==> config.mk <==
export PLATFORM = sky130hd
export DESIGN_NAME = wilder_rsi_stream_unit
export DESIGN_NICKNAME = d
export VERILOG_FILES = /design/src/design/wrsi_pkg.sv /design/src/design/wilder_rsi_stream_unit.sv /design/src/design/wrsi_datapath.sv /design/src/design/wrsi_controller.sv
export VERILOG_INCLUDE_DIRS = /design/src /design/src/design
export SDC_FILE = /design/constraint.sdc
export NUM_CORES = 2
export LEC_CHECK = 0
export BUFFER_PORTS_ARGS = -buffer_cell sky130_fd_sc_hd__buf_2
export CAP_MARGIN = 40
export CORE_MARGIN = 5
export CORE_UTILIZATION = 55
export CTS_BUF_LIST = sky130_fd_sc_hd__clkbuf_16
export DETAILED_ROUTE_END_ITERATION = 7
export PLACE_DENSITY = 0.81
export SLEW_MARGIN = 5
export SYNTH_ARGS = -nofsm -noshare
export SYNTH_HDL_FRONTEND = slang
export SYNTH_SLANG_ARGS = --single-unit
==> constraint.sdc <==
create_clock -name aclk -period 11.75 [get_ports aclk]
set_clock_uncertainty 0.1 [all_clocks]
set_input_delay 0 -clock aclk [delete_from_list [all_inputs] [get_ports aclk]]
set_output_delay 0 -clock aclk [all_outputs]
set_load 0.01 [all_outputs]
==> src/design/assert_macros.svh <==
// ----------------------------------------------------------------------------
// assert_macros.svh
// Clocked assertion shorthands; expect aclk and aresetn in the including scope.
// ----------------------------------------------------------------------------
`ifndef ASSERT_MACROS_SVH
`define ASSERT_MACROS_SVH

// same-cycle implication
`define WRSI_ASSERT_IMPL(label, ante, cons, msg) \
    label: assert property (@(posedge aclk) disable iff (!aresetn) (ante) |-> (cons)) \
        else $error(msg);

// next-cycle implication
`define WRSI_ASSERT_NEXT(label, ante, cons, msg) \
    label: assert property (@(posedge aclk) disable iff (!aresetn) (ante) |=> (cons)) \
        else $error(msg);

`endif

==> src/design/wrsi_pkg.sv <==
// ----------------------------------------------------------------------------
// wrsi_pkg
// Widths, constants, state encoding and control bundles of the RSI unit.
// ----------------------------------------------------------------------------
package wrsi_pkg;

    // field and state widths
    localparam int PRICE_W   = 32;
    localparam int FRAC_W    = 16;
    localparam int GL_W      = PRICE_W + FRAC_W;
    localparam int ACC_W     = 56;
    localparam int PERIOD_W  = 8;
    localparam int CNT_W     = 9;
    localparam int RSI_W     = 23;

    // divider and ratio datapath widths
    localparam int DIVD_W    = ACC_W + PERIOD_W;
    localparam int SUM_W     = ACC_W + 1;
    localparam int RAT_W     = ACC_W + 3;
    localparam int STEP_W    = $clog2(DIVD_W);
    localparam int RSI_IDX_W = $clog2(RSI_W);

    // loop lengths
    localparam int DIV_STEPS   = DIVD_W;
    localparam int RATIO_STEPS = RSI_W;

    localparam logic [PERIOD_W-1:0] PERIOD_RESET = PERIOD_W'(14);
    localparam logic [CNT_W-1:0]    COUNT_MAX    = '1;
    localparam logic [ACC_W-1:0]    ACC_MAX      = '1;
    localparam logic [RSI_W-1:0]    RSI_FULL     = RSI_W'(6553600);

    // sequencer states
    typedef enum logic [3:0] {
        ST_IDLE,
        ST_ACC,
        ST_SEED,
        ST_SMOOTH,
        ST_DIV,
        ST_DIV_END,
        ST_RATIO_INIT,
        ST_RATIO,
        ST_DONE
    } state_t;

    // controller -> datapath
    typedef struct packed {
        logic                 load;
        logic                 acc;
        logic                 seed;
        logic                 smooth;
        logic                 div_step;
        logic                 div_done;
        logic                 ratio_init;
        logic                 ratio_step;
        logic [RSI_IDX_W-1:0] ratio_idx;
        logic                 out_load;
        logic                 res_ready;
    } cmd_t;

    // datapath -> controller
    typedef struct packed {
        logic cnt_zero;
        logic cnt_lt_p;
        logic cnt_eq_p;
        logic loss_zero;
    } status_t;

endpackage

==> src/design/wilder_rsi_stream_unit.sv <==
// ----------------------------------------------------------------------------
// wilder_rsi_stream_unit
// Streaming RSI with Wilder smoothing over a configurable period.
//
//   channel  | ports                               | beat
//   ---------+-------------------------------------+---------------------------
//   input    | s_valid s_ready s_price             | one price in ticks
//   result   | m_valid m_ready m_ready_res m_rsi   | ready flag, RSI in Q7.16
//   config   | cfg_valid cfg_ready cfg_data        | period, write only
//
// Per price: load; past the first price, accumulate while warming up, or
// seed or smooth, divide by period (radix-2, both averages at once) and run
// the Q7.16 ratio loop, skipped when the average loss is zero; then output.
// Synchronous reset clears control, count and averages; period goes to 14.
// A held result stalls only the final output load; the next price is taken
// as soon as the result sits in the output register.
// ----------------------------------------------------------------------------
`include "assert_macros.svh"

module wilder_rsi_stream_unit (
    input  logic                          aclk,
    input  logic                          aresetn,
    // price input
    input  logic                          s_valid,
    output logic                          s_ready,
    input  logic [wrsi_pkg::PRICE_W-1:0]  s_price,
    // result output
    output logic                          m_valid,
    input  logic                          m_ready,
    output logic                          m_ready_res,
    output logic [wrsi_pkg::RSI_W-1:0]    m_rsi,
    // period register write
    input  logic                          cfg_valid,
    output logic                          cfg_ready,
    input  logic [wrsi_pkg::PERIOD_W-1:0] cfg_data
);

    wrsi_pkg::cmd_t    cmd;
    wrsi_pkg::status_t status;

    // period writes are always taken
    assign cfg_ready = 1'b1;

    wrsi_controller u_ctrl (
        .aclk    (aclk),
        .aresetn (aresetn),
        .s_valid (s_valid),
        .s_ready (s_ready),
        .m_valid (m_valid),
        .m_ready (m_ready),
        .status  (status),
        .cmd     (cmd)
    );

    wrsi_datapath u_dp (
        .aclk        (aclk),
        .aresetn     (aresetn),
        .cfg_valid   (cfg_valid),
        .cfg_data    (cfg_data),
        .s_price     (s_price),
        .cmd         (cmd),
        .status      (status),
        .m_ready_res (m_ready_res),
        .m_rsi       (m_rsi)
    );

    // checks
    `WRSI_ASSERT_NEXT(a_busy_after_accept, s_valid && s_ready, !s_ready, "beat taken while busy")
    `WRSI_ASSERT_IMPL(a_no_overwrite, cmd.out_load, !m_valid || m_ready, "waiting result lost")
    `WRSI_ASSERT_IMPL(a_rsi_range, m_valid, m_rsi <= wrsi_pkg::RSI_FULL, "rsi above full scale")
    `WRSI_ASSERT_IMPL(a_warmup_zero, m_valid && !m_ready_res, m_rsi == '0, "warm-up rsi not zero")

endmodule

==> src/design/wrsi_datapath.sv <==
// ----------------------------------------------------------------------------
// wrsi_datapath
// Price state, gain/loss averages, radix-2 divider lanes, ratio unit, output.
// ----------------------------------------------------------------------------
module wrsi_datapath (
    input  logic                          aclk,
    input  logic                          aresetn,
    input  logic                          cfg_valid,
    input  logic [wrsi_pkg::PERIOD_W-1:0] cfg_data,
    input  logic [wrsi_pkg::PRICE_W-1:0]  s_price,
    input  wrsi_pkg::cmd_t                cmd,
    output wrsi_pkg::status_t             status,
    output logic                          m_ready_res,
    output logic [wrsi_pkg::RSI_W-1:0]    m_rsi
);

    // saturating accumulator add
    function automatic logic [wrsi_pkg::ACC_W-1:0] sat_add(
        input logic [wrsi_pkg::ACC_W-1:0] a,
        input logic [wrsi_pkg::ACC_W-1:0] b
    );
        logic [wrsi_pkg::ACC_W:0] s;
        s = {1'b0, a} + {1'b0, b};
        return s[wrsi_pkg::ACC_W] ? wrsi_pkg::ACC_MAX : s[wrsi_pkg::ACC_W-1:0];
    endfunction

    logic [wrsi_pkg::PERIOD_W-1:0] period_reg;
    logic [wrsi_pkg::PRICE_W-1:0]  last_price_reg;
    logic [wrsi_pkg::CNT_W-1:0]    count_reg;
    logic [wrsi_pkg::ACC_W-1:0]    avg_gain_reg, avg_gain_next;
    logic [wrsi_pkg::ACC_W-1:0]    avg_loss_reg, avg_loss_next;
    logic [wrsi_pkg::GL_W-1:0]     gain_reg;
    logic [wrsi_pkg::GL_W-1:0]     loss_reg;
    logic [wrsi_pkg::DIVD_W-1:0]   num_g_reg, num_g_next;
    logic [wrsi_pkg::DIVD_W-1:0]   num_l_reg, num_l_next;
    logic [wrsi_pkg::PERIOD_W-1:0] rem_g_reg, rem_g_next;
    logic [wrsi_pkg::PERIOD_W-1:0] rem_l_reg, rem_l_next;
    logic [wrsi_pkg::SUM_W-1:0]    rat_s_reg;
    logic [wrsi_pkg::SUM_W-1:0]    rat_r_reg, rat_r_next;
    logic [wrsi_pkg::RSI_W-1:0]    rat_q_reg, rat_q_next;
    logic                          out_ready_reg;
    logic [wrsi_pkg::RSI_W-1:0]    out_rsi_reg;

    logic [wrsi_pkg::PERIOD_W-1:0] p_eff;
    logic [wrsi_pkg::PERIOD_W-1:0] p_m1;
    logic [wrsi_pkg::ACC_W-1:0]    gain_ext;
    logic [wrsi_pkg::ACC_W-1:0]    loss_ext;
    logic [wrsi_pkg::DIVD_W-1:0]   prod_g;
    logic [wrsi_pkg::DIVD_W-1:0]   prod_l;
    logic [wrsi_pkg::PERIOD_W:0]   trial_g;
    logic [wrsi_pkg::PERIOD_W:0]   trial_l;
    logic                          qbit_g;
    logic                          qbit_l;
    logic [wrsi_pkg::RAT_W-1:0]    rat_part;
    logic [wrsi_pkg::RAT_W-1:0]    rat_s1;
    logic [wrsi_pkg::RAT_W-1:0]    rat_s2;
    logic [wrsi_pkg::RAT_W-1:0]    rat_left;
    logic [1:0]                    rat_n;

    // a zero period behaves as one
    assign p_eff    = (period_reg == '0) ? wrsi_pkg::PERIOD_W'(1) : period_reg;
    assign p_m1     = p_eff - wrsi_pkg::PERIOD_W'(1);
    assign gain_ext = wrsi_pkg::ACC_W'(gain_reg);
    assign loss_ext = wrsi_pkg::ACC_W'(loss_reg);

    // status toward the sequencer
    assign status.cnt_zero  = (count_reg == '0);
    assign status.cnt_lt_p  = (count_reg <  wrsi_pkg::CNT_W'(p_eff));
    assign status.cnt_eq_p  = (count_reg == wrsi_pkg::CNT_W'(p_eff));
    assign status.loss_zero = (avg_loss_reg == '0);

    // period register
    always_ff @(posedge aclk) begin
        if (!aresetn) begin
            period_reg <= wrsi_pkg::PERIOD_RESET;
        end else if (cfg_valid) begin
            period_reg <= cfg_data;
        end
    end

    // previous price and saturating sample count
    always_ff @(posedge aclk) begin
        if (!aresetn) begin
            last_price_reg <= '0;
            count_reg      <= '0;
        end else if (cmd.load) begin
            last_price_reg <= s_price;
            if (count_reg != wrsi_pkg::COUNT_MAX) begin
                count_reg <= count_reg + wrsi_pkg::CNT_W'(1);
            end
        end
    end

    // Q.16 gain and loss of the accepted beat
    always_ff @(posedge aclk) begin
        if (cmd.load) begin
            if (s_price > last_price_reg) begin
                gain_reg <= {s_price - last_price_reg, wrsi_pkg::FRAC_W'(0)};
                loss_reg <= '0;
            end else begin
                gain_reg <= '0;
                loss_reg <= {last_price_reg - s_price, wrsi_pkg::FRAC_W'(0)};
            end
        end
    end

    // warm-up sums or smoothed averages
    always_comb begin
        avg_gain_next = avg_gain_reg;
        avg_loss_next = avg_loss_reg;
        if (cmd.acc) begin
            avg_gain_next = sat_add(avg_gain_reg, gain_ext);
            avg_loss_next = sat_add(avg_loss_reg, loss_ext);
        end else if (cmd.div_done) begin
            avg_gain_next = num_g_reg[wrsi_pkg::ACC_W-1:0];
            avg_loss_next = num_l_reg[wrsi_pkg::ACC_W-1:0];
        end
    end

    always_ff @(posedge aclk) begin
        if (!aresetn) begin
            avg_gain_reg <= '0;
            avg_loss_reg <= '0;
        end else begin
            avg_gain_reg <= avg_gain_next;
            avg_loss_reg <= avg_loss_next;
        end
    end

    // smoothing numerators: avg*(p-1) + x
    assign prod_g = wrsi_pkg::DIVD_W'(avg_gain_reg) * wrsi_pkg::DIVD_W'(p_m1);
    assign prod_l = wrsi_pkg::DIVD_W'(avg_loss_reg) * wrsi_pkg::DIVD_W'(p_m1);

    // restoring divide by p, one quotient bit per cycle and lane
    assign trial_g = {rem_g_reg, num_g_reg[wrsi_pkg::DIVD_W-1]};
    assign trial_l = {rem_l_reg, num_l_reg[wrsi_pkg::DIVD_W-1]};
    assign qbit_g  = (trial_g >= {1'b0, p_eff});
    assign qbit_l  = (trial_l >= {1'b0, p_eff});

    always_comb begin
        num_g_next = num_g_reg;
        num_l_next = num_l_reg;
        rem_g_next = rem_g_reg;
        rem_l_next = rem_l_reg;
        if (cmd.seed) begin
            num_g_next = wrsi_pkg::DIVD_W'(sat_add(avg_gain_reg, gain_ext));
            num_l_next = wrsi_pkg::DIVD_W'(sat_add(avg_loss_reg, loss_ext));
            rem_g_next = '0;
            rem_l_next = '0;
        end else if (cmd.smooth) begin
            num_g_next = prod_g + wrsi_pkg::DIVD_W'(gain_reg);
            num_l_next = prod_l + wrsi_pkg::DIVD_W'(loss_reg);
            rem_g_next = '0;
            rem_l_next = '0;
        end else if (cmd.div_step) begin
            num_g_next = {num_g_reg[wrsi_pkg::DIVD_W-2:0], qbit_g};
            num_l_next = {num_l_reg[wrsi_pkg::DIVD_W-2:0], qbit_l};
            rem_g_next = qbit_g ? wrsi_pkg::PERIOD_W'(trial_g - {1'b0, p_eff})
                                : trial_g[wrsi_pkg::PERIOD_W-1:0];
            rem_l_next = qbit_l ? wrsi_pkg::PERIOD_W'(trial_l - {1'b0, p_eff})
                                : trial_l[wrsi_pkg::PERIOD_W-1:0];
        end
    end

    always_ff @(posedge aclk) begin
        num_g_reg <= num_g_next;
        num_l_reg <= num_l_next;
        rem_g_reg <= rem_g_next;
        rem_l_reg <= rem_l_next;
    end

    // ratio step: r' = 2r + bit*G, then take out 0, 1 or 2 times S
    assign rat_part = wrsi_pkg::RAT_W'({rat_r_reg, 1'b0})
                    + (wrsi_pkg::RSI_FULL[cmd.ratio_idx] ? wrsi_pkg::RAT_W'(avg_gain_reg)
                                                         : '0);
    assign rat_s1   = wrsi_pkg::RAT_W'(rat_s_reg);
    assign rat_s2   = wrsi_pkg::RAT_W'({rat_s_reg, 1'b0});

    always_comb begin
        if (rat_part >= rat_s2) begin
            rat_left = rat_part - rat_s2;
            rat_n    = 2'd2;
        end else if (rat_part >= rat_s1) begin
            rat_left = rat_part - rat_s1;
            rat_n    = 2'd1;
        end else begin
            rat_left = rat_part;
            rat_n    = 2'd0;
        end
    end

    always_comb begin
        rat_r_next = rat_r_reg;
        rat_q_next = rat_q_reg;
        if (cmd.ratio_init) begin
            rat_r_next = '0;
            rat_q_next = '0;
        end else if (cmd.ratio_step) begin
            rat_r_next = rat_left[wrsi_pkg::SUM_W-1:0];
            rat_q_next = {rat_q_reg[wrsi_pkg::RSI_W-2:0], 1'b0}
                       + wrsi_pkg::RSI_W'(rat_n);
        end
    end

    always_ff @(posedge aclk) begin
        if (cmd.ratio_init) begin
            rat_s_reg <= {1'b0, avg_gain_reg} + {1'b0, avg_loss_reg};
        end
        rat_r_reg <= rat_r_next;
        rat_q_reg <= rat_q_next;
    end

    // output register
    always_ff @(posedge aclk) begin
        if (cmd.out_load) begin
            out_ready_reg <= cmd.res_ready;
            if (!cmd.res_ready) begin
                out_rsi_reg <= '0;
            end else if (status.loss_zero) begin
                out_rsi_reg <= wrsi_pkg::RSI_FULL;
            end else begin
                out_rsi_reg <= rat_q_reg;
            end
        end
    end

    assign m_ready_res = out_ready_reg;
    assign m_rsi       = out_rsi_reg;

endmodule

==> src/design/wrsi_controller.sv <==
// ----------------------------------------------------------------------------
// wrsi_controller
// Sequencer: beat intake, warm-up/seed/smooth path, divider and ratio loops.
// ----------------------------------------------------------------------------
module wrsi_controller (
    input  logic              aclk,
    input  logic              aresetn,
    input  logic              s_valid,
    output logic              s_ready,
    output logic              m_valid,
    input  logic              m_ready,
    input  wrsi_pkg::status_t status,
    output wrsi_pkg::cmd_t    cmd
);

    wrsi_pkg::state_t              state_reg, state_next;
    logic [wrsi_pkg::STEP_W-1:0]   step_reg, step_next;
    logic                          rdy_reg, rdy_next;
    logic                          m_valid_reg, m_valid_next;
    logic                          accept;
    logic                          div_last;
    logic                          ratio_last;
    logic                          slot_free;

    assign accept     = s_valid && (state_reg == wrsi_pkg::ST_IDLE);
    assign div_last   = (step_reg == wrsi_pkg::STEP_W'(wrsi_pkg::DIV_STEPS - 1));
    assign ratio_last = (step_reg == wrsi_pkg::STEP_W'(wrsi_pkg::RATIO_STEPS - 1));
    assign slot_free  = !m_valid_reg || m_ready;

    // next state
    always_comb begin
        state_next = state_reg;
        case (state_reg)
            wrsi_pkg::ST_IDLE: begin
                if (accept) begin
                    if (status.cnt_zero) begin
                        state_next = wrsi_pkg::ST_DONE;
                    end else if (status.cnt_lt_p) begin
                        state_next = wrsi_pkg::ST_ACC;
                    end else if (status.cnt_eq_p) begin
                        state_next = wrsi_pkg::ST_SEED;
                    end else begin
                        state_next = wrsi_pkg::ST_SMOOTH;
                    end
                end
            end
            wrsi_pkg::ST_ACC:        state_next = wrsi_pkg::ST_DONE;
            wrsi_pkg::ST_SEED:       state_next = wrsi_pkg::ST_DIV;
            wrsi_pkg::ST_SMOOTH:     state_next = wrsi_pkg::ST_DIV;
            wrsi_pkg::ST_DIV: begin
                if (div_last) begin
                    state_next = wrsi_pkg::ST_DIV_END;
                end
            end
            wrsi_pkg::ST_DIV_END:    state_next = wrsi_pkg::ST_RATIO_INIT;
            wrsi_pkg::ST_RATIO_INIT: begin
                state_next = status.loss_zero ? wrsi_pkg::ST_DONE : wrsi_pkg::ST_RATIO;
            end
            wrsi_pkg::ST_RATIO: begin
                if (ratio_last) begin
                    state_next = wrsi_pkg::ST_DONE;
                end
            end
            wrsi_pkg::ST_DONE: begin
                if (slot_free) begin
                    state_next = wrsi_pkg::ST_IDLE;
                end
            end
            default:                 state_next = wrsi_pkg::ST_IDLE;
        endcase
    end

    // commands
    always_comb begin
        cmd           = '0;
        s_ready       = 1'b0;
        cmd.res_ready = rdy_reg;
        cmd.ratio_idx = wrsi_pkg::RSI_IDX_W'(wrsi_pkg::RATIO_STEPS - 1)
                      - step_reg[wrsi_pkg::RSI_IDX_W-1:0];
        case (state_reg)
            wrsi_pkg::ST_IDLE: begin
                s_ready  = 1'b1;
                cmd.load = s_valid;
            end
            wrsi_pkg::ST_ACC:        cmd.acc        = 1'b1;
            wrsi_pkg::ST_SEED:       cmd.seed       = 1'b1;
            wrsi_pkg::ST_SMOOTH:     cmd.smooth     = 1'b1;
            wrsi_pkg::ST_DIV:        cmd.div_step   = 1'b1;
            wrsi_pkg::ST_DIV_END:    cmd.div_done   = 1'b1;
            wrsi_pkg::ST_RATIO_INIT: cmd.ratio_init = 1'b1;
            wrsi_pkg::ST_RATIO:      cmd.ratio_step = 1'b1;
            wrsi_pkg::ST_DONE:       cmd.out_load   = slot_free;
            default: begin
                cmd = '0;
            end
        endcase
    end

    // loop counter, ready flag, output valid
    always_comb begin
        step_next = '0;
        if ((state_reg == wrsi_pkg::ST_DIV && !div_last) ||
            (state_reg == wrsi_pkg::ST_RATIO && !ratio_last)) begin
            step_next = step_reg + wrsi_pkg::STEP_W'(1);
        end
        rdy_next = rdy_reg;
        if (accept) begin
            rdy_next = !status.cnt_zero && !status.cnt_lt_p;
        end
        m_valid_next = m_valid_reg;
        if (cmd.out_load) begin
            m_valid_next = 1'b1;
        end else if (m_ready) begin
            m_valid_next = 1'b0;
        end
    end

    always_ff @(posedge aclk) begin
        if (!aresetn) begin
            state_reg   <= wrsi_pkg::ST_IDLE;
            step_reg    <= '0;
            rdy_reg     <= 1'b0;
            m_valid_reg <= 1'b0;
        end else begin
            state_reg   <= state_next;
            step_reg    <= step_next;
            rdy_reg     <= rdy_next;
            m_valid_reg <= m_valid_next;
        end
    end

    assign m_valid = m_valid_reg;

endmodule

Word-level counts from Yosys, hierarchy flattened

Memories as Yosys holds them, arrays and structs flattened.
Cells that the tools add are included.

Flip-flop bits (word level): 574
Bits in read-only memories: 32
Output and inout port bits: 27
Word-level logic and storage cells: 140
Memories kept: 1

Memory list:

| name            | words | bits a word | read ports | clocked after memory_dff | wr ports | RTL line             | RTL |
|---|---|---|---|---|---|---|---|
| (no name shown) | 32    | 1           | 1          | 0                        | 0        | wrsi_datapath.sv:174 | `+ (wrsi_pkg::RSI_FULL[cmd.ratio_idx] ? wrsi_pkg::RAT_W'(avg_gain_reg)` |

$add $sub $neg: 17
Multipliers: 2
$lt $le $gt $ge: 7
Equality and inequality tests: 16
Multiplexer cells: 45
Bitwise logic cells: 1
Reductions and logical operators: 26

Operator list:

| operator                                       | count |
|---|---|
| 2-to-1 mux 56 bit                              | 9 |
| 2-to-1 mux 64 bit                              | 4 |
| adder 64 x 48 -> 64 bit                        | 2 |
| multiplier 56 x 8 -> 64 bit                    | 2 |
| adder 56 x 48 -> 57 bit                        | 2 |
| 2-to-1 mux 57 bit                              | 2 |
| subtractor 57 bit                              | 2 |
| subtractor 32 bit                              | 2 |
| adder 58 x 56 -> 59 bit                        | 1 |
| >= comparator 59 x 57 -> 1 bit                 | 1 |
| >= comparator 59 x 58 -> 1 bit                 | 1 |
| adder 56 x 56 -> 57 bit                        | 1 |
| zero test 56 bit                               | 1 |
| > comparator 32 bit                            | 1 |
| case mux 4 bit (8 select lines)                | 1 |
| 2-to-1 mux 4 bit                               | 7 |
| 2-to-1 mux 8 bit                               | 3 |
| adder 23 x 2 -> 23 bit                         | 1 |
| 2-to-1 mux 23 bit                              | 1 |
| >= comparator 9 x 8 -> 1 bit                   | 2 |
| == test 4 x 3 -> 1 bit (second input constant) | 4 |
| 2-to-1 mux 1 bit                               | 16 |
| subtractor 8 bit                               | 2 |
| adder 9 x 1 -> 9 bit (second input constant)   | 1 |
| 28 further kinds                               | 45 |

Logic depth before layout (Yosys ltp)

Word-level depth: 11
Gate-level depth with buffers: 37
Mapped depth without buffers: 34

Modules after synthesis

Synthesis repeated with hierarchy kept, for this count alone.

Cell total of the unflattened synthesis: 9101
Area, all modules: 75919.1 um^2

By module, submodules not included:

| module                 | times used | cells each | area each (um^2) | seq. area each (um^2) |
|---|---|---|---|---|
| wrsi_datapath          | 1          | 9002       | 75097.0          | 13182.6 |
| wrsi_controller        | 1          | 97         | 810.8            | 240.2 |
| wilder_rsi_stream_unit | 1          | 2          | 11.3             | 0.0 |

Worst setup path before layout

No wires, ideal clock.

Path type: reg2reg
Start: register u_dp.period_reg[3] (netlist name)
End: register u_dp.num_l_reg[50] (netlist name), data pin
Setup time: 274 ps
Arrival: 7482 ps
Data required time: 11376 ps
Setup slack: 3893 ps
Stages on the path, launching flop included: 31
Buffers on the path: 4
Period minus slack after synthesis: 7857 ps
Cell sequence: dfxtp_1 inv_1 nand3_1 or4_1 nor2_1 nor2_1 clkbuf_1 clkbuf_1 ha_1 and3_1 xnor2_1 clkbuf_1 clkbuf_1 nand2_1 fa_1 fa_1 fa_1 inv_1 fa_1 ha_1 nor2_1 a211oi_1 o41ai_1 a2111oi_0 or3_1 a31o_2 a21o_1 a21oi_1 xnor2_1 o22ai_1 a31oi_1

Cells in the longest elaborated chain, start to end: 7

Ends and longest elaborated chain:

| item                               | RTL line             | RTL |
|---|---|---|
| start: declaration                 | wrsi_datapath.sv:27  | `logic [wrsi_pkg::PERIOD_W-1:0] period_reg;` |
| start signal: assignment           | wrsi_datapath.sv:75  | `period_reg <= wrsi_pkg::PERIOD_RESET;` |
| start signal: assignment           | wrsi_datapath.sv:77  | `period_reg <= cfg_data;` |
| zero test 8 bit                    | wrsi_datapath.sv:61  | `assign p_eff = (period_reg == '0) ? wrsi_pkg::PERIOD_W'(1) : period_reg;` |
| 2-to-1 mux 8 bit *                 | wrsi_datapath.sv:61  |  |
| subtractor 8 x 1 -> 8 bit *        | wrsi_datapath.sv:62  | `assign p_m1 = p_eff - wrsi_pkg::PERIOD_W'(1);` |
| multiplier 56 x 8 -> 64 bit *      | wrsi_datapath.sv:132 | `assign prod_l = wrsi_pkg::DIVD_W'(avg_loss_reg) * wrsi_pkg::DIVD_W'(p_m1);` |
| adder 64 x 48 -> 64 bit *          | wrsi_datapath.sv:152 | `num_l_next = prod_l + wrsi_pkg::DIVD_W'(loss_reg);` |
| 2-to-1 mux 64 bit *                | wrsi_datapath.sv:150 | `end else if (cmd.smooth) begin` |
| 2-to-1 mux 56 bit *                | wrsi_datapath.sv:145 | `if (cmd.seed) begin` |
| named net u_dp.num_l_next, one bit | wrsi_datapath.sv:35  | `logic [wrsi_pkg::DIVD_W-1:0] num_l_reg, num_l_next;` |
| end signal: assignment             | wrsi_datapath.sv:167 | `num_l_reg <= num_l_next;` |
| end: declaration                   | wrsi_datapath.sv:35  |  |

Mark *: on every way through the listed nets, which the timed path passes. The rest lies on a longest branch.
A chain may end at the register's enable or synchronous reset.

Final worst setup path

Start: register u_dp.period_reg[4] (netlist name)
End: register u_dp.num_g_reg[55] (netlist name), data pin

Cells in the longest elaborated chain, start to end: 7

Ends and longest elaborated chain:

| item                               | RTL line             | RTL |
|---|---|---|
| zero test 8 bit                    | wrsi_datapath.sv:61  |  |
| 2-to-1 mux 8 bit *                 | wrsi_datapath.sv:61  |  |
| subtractor 8 x 1 -> 8 bit *        | wrsi_datapath.sv:62  |  |
| multiplier 56 x 8 -> 64 bit *      | wrsi_datapath.sv:131 | `assign prod_g = wrsi_pkg::DIVD_W'(avg_gain_reg) * wrsi_pkg::DIVD_W'(p_m1);` |
| adder 64 x 48 -> 64 bit *          | wrsi_datapath.sv:151 | `num_g_next = prod_g + wrsi_pkg::DIVD_W'(gain_reg);` |
| 2-to-1 mux 64 bit *                | wrsi_datapath.sv:150 |  |
| 2-to-1 mux 56 bit *                | wrsi_datapath.sv:145 |  |
| named net u_dp.num_g_next, one bit | wrsi_datapath.sv:34  | `logic [wrsi_pkg::DIVD_W-1:0] num_g_reg, num_g_next;` |
| end signal: assignment             | wrsi_datapath.sv:166 | `num_g_reg <= num_g_next;` |
| end: declaration                   | wrsi_datapath.sv:34  |  |

Marks and branches as above.

==> results_dict.tcl <==
set metrics [dict create \
    status "complete, no violations" \
    critPathRequiredTime_ns 12.04 \
    synth_top_area_share_pct 19.58 \
    maxSlewViolCount 0 \
    syn_inst 8935 \
    synth_edf_count 257 \
    tightestPinTransition_ns 0.9584 \
    ys_types 99 \
    timing.rr.end "u_dp.num_g_reg[55]" \
    yosys.area.top_type "fa_1" \
    path_max_fanout 93 \
    dieWidth_um 376.8 \
    drc_errors 0 \
    layout.nets 10110 \
    cts_resized 0 \
    grt_pass1_vias 67330 \
    crit_arrival_ns 9.81 \
    rsz0062_at_grt "false" \
    rows 134 \
    hold_ws_ns 0.1620 \
    reg2reg_from "u_dp.period_reg[4]" \
    p_leak_nw 36.85 \
    end_kind "register" \
    ant_nets 0 \
    ys_async_sr_fraction_pct 0 \
    io_pins 72 \
    yosysWarnings 0 \
    fin_area_um2 79090 \
    final_util_pct 59.19 \
    finalSetupTns_ns 0 \
    peakVddDrop_uv 118.0 \
    cts.sinks 542 \
    portBuffers 70 \
    power_density_nw_per_um2 172.1 \
    fmax_mhz 105.0 \
    wl_per_cell_um 22.80 \
    whs_endpoint "u_ctrl.state_reg[3]" \
    drt_first_iter_violations 6450 \
    clk_pin_slew_ns 0.06 \
    rr_worst_depth 26 \
    fp.dieH_um 376.8 \
    worst-setup-path-type "reg2reg" \
    syn_nets 10290 \
    holdPathStages 5 \
    grt_pass1_wl_um 377700 \
    cap_violations 0 \
    synthFlopType "dfxtp_1" \
    yosysSeqAreaShare_pct 18.14 \
    syn2layout_area_growth_pct 6.863 \
    slew_headroom_pct 35.41 \
    gr-total-overflow 0 \
    period_share_pct 81.04 \
    hpwlAfterDp_um 184900 \
    min_path_type "in2reg" \
    synthTopCellsByArea "fa_1 (20%), edfxtp_1 (10%), ha_1 (10%)" \
    wl_um 241500 \
    cts_max_path_buffers 3 \
    avgSynthCellArea_um2 8.284 \
    numCtsBuffers 71 \
    core_um2 133600 \
    groute.usage.overall_pct 33.59 \
    cts-root-buf "clkbuf_16" \
    worstHoldStart "m_ready" \
    gp_congestion 1.023 \
    vias 66060 \
    die_area_um2 142000 \
    dpl_cell_area_um2 75610 \
    antenna_found_initial 10 \
    drive_gt1_share_pct 4.686 \
    htreeDepth 3 \
    synthTopCellsByCount "inv_1 (993), nand2_1 (970), fa_1 (724), a21oi_1 (660), ha_1 (590)" \
    layout_min_cycle_time_ns 9.522 \
    r2r_setup_slack_ns 2.23 \
    cts_tree "built" \
    viasPerCell 6.239 \
    initial_core_util_pct 55.39 \
    hold_viol_final 0 \
    start_kind "register" \
    synth_seq_cells 542 \
    grt_max_degree 113 \
    yosysMostFrequentCell "inv_1" \
    clk-insertion-delay-late_ns 0.71 \
    dr.pass1.iters 6 \
    syn_area_um2 74010 \
    finalSetupViolations 0 \
]
[metrics by stage]
step	std cells	power (mW)	setup slack, ns
2_1_floorplan	8935	8.684	3.893
6_report	10590	13.61	2.228
3_5_place_dp	10350	11.00	2.604
5_1_grt	10580	14.56	1.793
3_3_place_gp	10330	10.83	2.733
4_1_cts	10580	13.44	2.563
[metal layers]
layer / up-vias / part of all wire [%] / global-route usage [%]
li1: 29970 / - / -
met1: 32050 / 39 / 42.52
met2: 3322 / 45 / 54.15
met3: 708 / 10 / 7.836
met4: 8 / 5.9 / 16.79
met5: - / 0.024 / 0
[critical path: stages (launching register included)]
cell and delay, ns:
dfxtp_1 0.36, inv_1 0.27, nand3_1 0.18, or4_1 0.49, nor2_1 0.23, nor2_4 0.15
ha_4 0.21, and3_1 0.23, xnor2_2 0.56, buf_12 0.40, nand2_1 0.17, fa_1 0.59
fa_1 0.45, fa_1 0.54, inv_1 0.05, fa_1 0.47, ha_1 0.34, o21ai_0 0.16
o211ai_1 0.43, a32oi_1 0.25, and3b_1 0.25, o31a_1 0.36, o41ai_2 0.89, a21bo_2 0.31
and2_1 0.19, xnor2_1 0.18, o221ai_1 0.16
[cell type report]
| cell class | instances | area [um^2] |
|---|---|---|
| inverter | 997 | 3750 |
| clock buffer | 74 | 1852 |
| timing repair buffer | 279 | 2305 |
| tap | 1768 | 2212 |
| antenna | 7 | 17.52 |
| sequential | 542 | 13430 |
| fill | 11640 | 54530 |
| multi-input combinational | 6863 | 54950 |
| clock inverter | 58 | 581.8 |
[kinds of logic (layout without fill, tap and decap cells)]
kind of cell | Yosys count | after routing | synth area share, %
simple gates | 2825 | 2825 | 18.66
mux | 92 | 92 | 1.251
compound gates | 2159 | 2159 | 18.92
xor+xnor | 472 | 472 | 5.585
buf+inv | 1530 | 1408 | 7.883
fa+ha+maj | 1314 | 1314 | 29.56
other cells | 1 | 8 | 0.005067
flops | 542 | 542 | 18.14
[how the worst max path moves through the flow]
stage / startpoint / cells after the start / to / slack, ns
final: u_dp.period_reg[4] / 26 / u_dp.num_g_reg[55] / 2.23
after global routing: u_ctrl.state_reg[2] / 34 / u_dp.rat_q_reg[17] / 1.79
after CTS: u_dp.period_reg[3] / 28 / u_dp.num_g_reg[57] / 2.56
after detailed placement: u_dp.period_reg[3] / 28 / u_dp.num_g_reg[53] / 2.60
after global placement: u_ctrl.state_reg[2] / 30 / u_dp.rat_r_reg[1] / 2.73
after floorplan: u_dp.period_reg[3] / 30 / u_dp.num_l_reg[50] / 3.89
[placed cells by master (no fill, tap or decap), types with 78 or more instances in the layout]
| master | count |
|---|---|
| fa_1 | 724 |
| nor2_1 | 512 |
| inv_1 | 1006 |
| buf_4 | 83 |
| xor2_1 | 185 |
| and2_1 | 546 |
| nand2b_1 | 142 |
| nor2b_1 | 108 |
| mux2i_1 | 88 |
| nand3_1 | 140 |
| ha_1 | 589 |
| edfxtp_1 | 257 |
| nand4_1 | 108 |
| nand2_1 | 968 |
| a21o_1 | 259 |
| xnor2_1 | 282 |
| dfxtp_1 | 284 |
| dlygate4sd3_1 | 101 |
| o21bai_1 | 95 |
| a21oi_1 | 659 |
| o21ai_0 | 410 |
| a22oi_1 | 78 |
| nor3_1 | 88 |
[where the power goes]
group / total [mW] / internal (mW) / switching, mW / leakage [nW]
logic: 8.48 / 3.20 / 5.28 / 30.9
registers: 2.80 / 2.29 / 0.509 / 4.72
clock network: 2.33 / 1.35 / 0.980 / 1.24
[timing repair]
| item | CTS | global route |
|---|---|---|
| setup endpoints to repair | 0 | 0 |
| hold buffers | 101 | 0 |
| endpoints found under the hold margin | 140 | 0 |
| buffers inserted | 0 | 0 |
No activity file was read; power rests on OpenSTA's default activity.
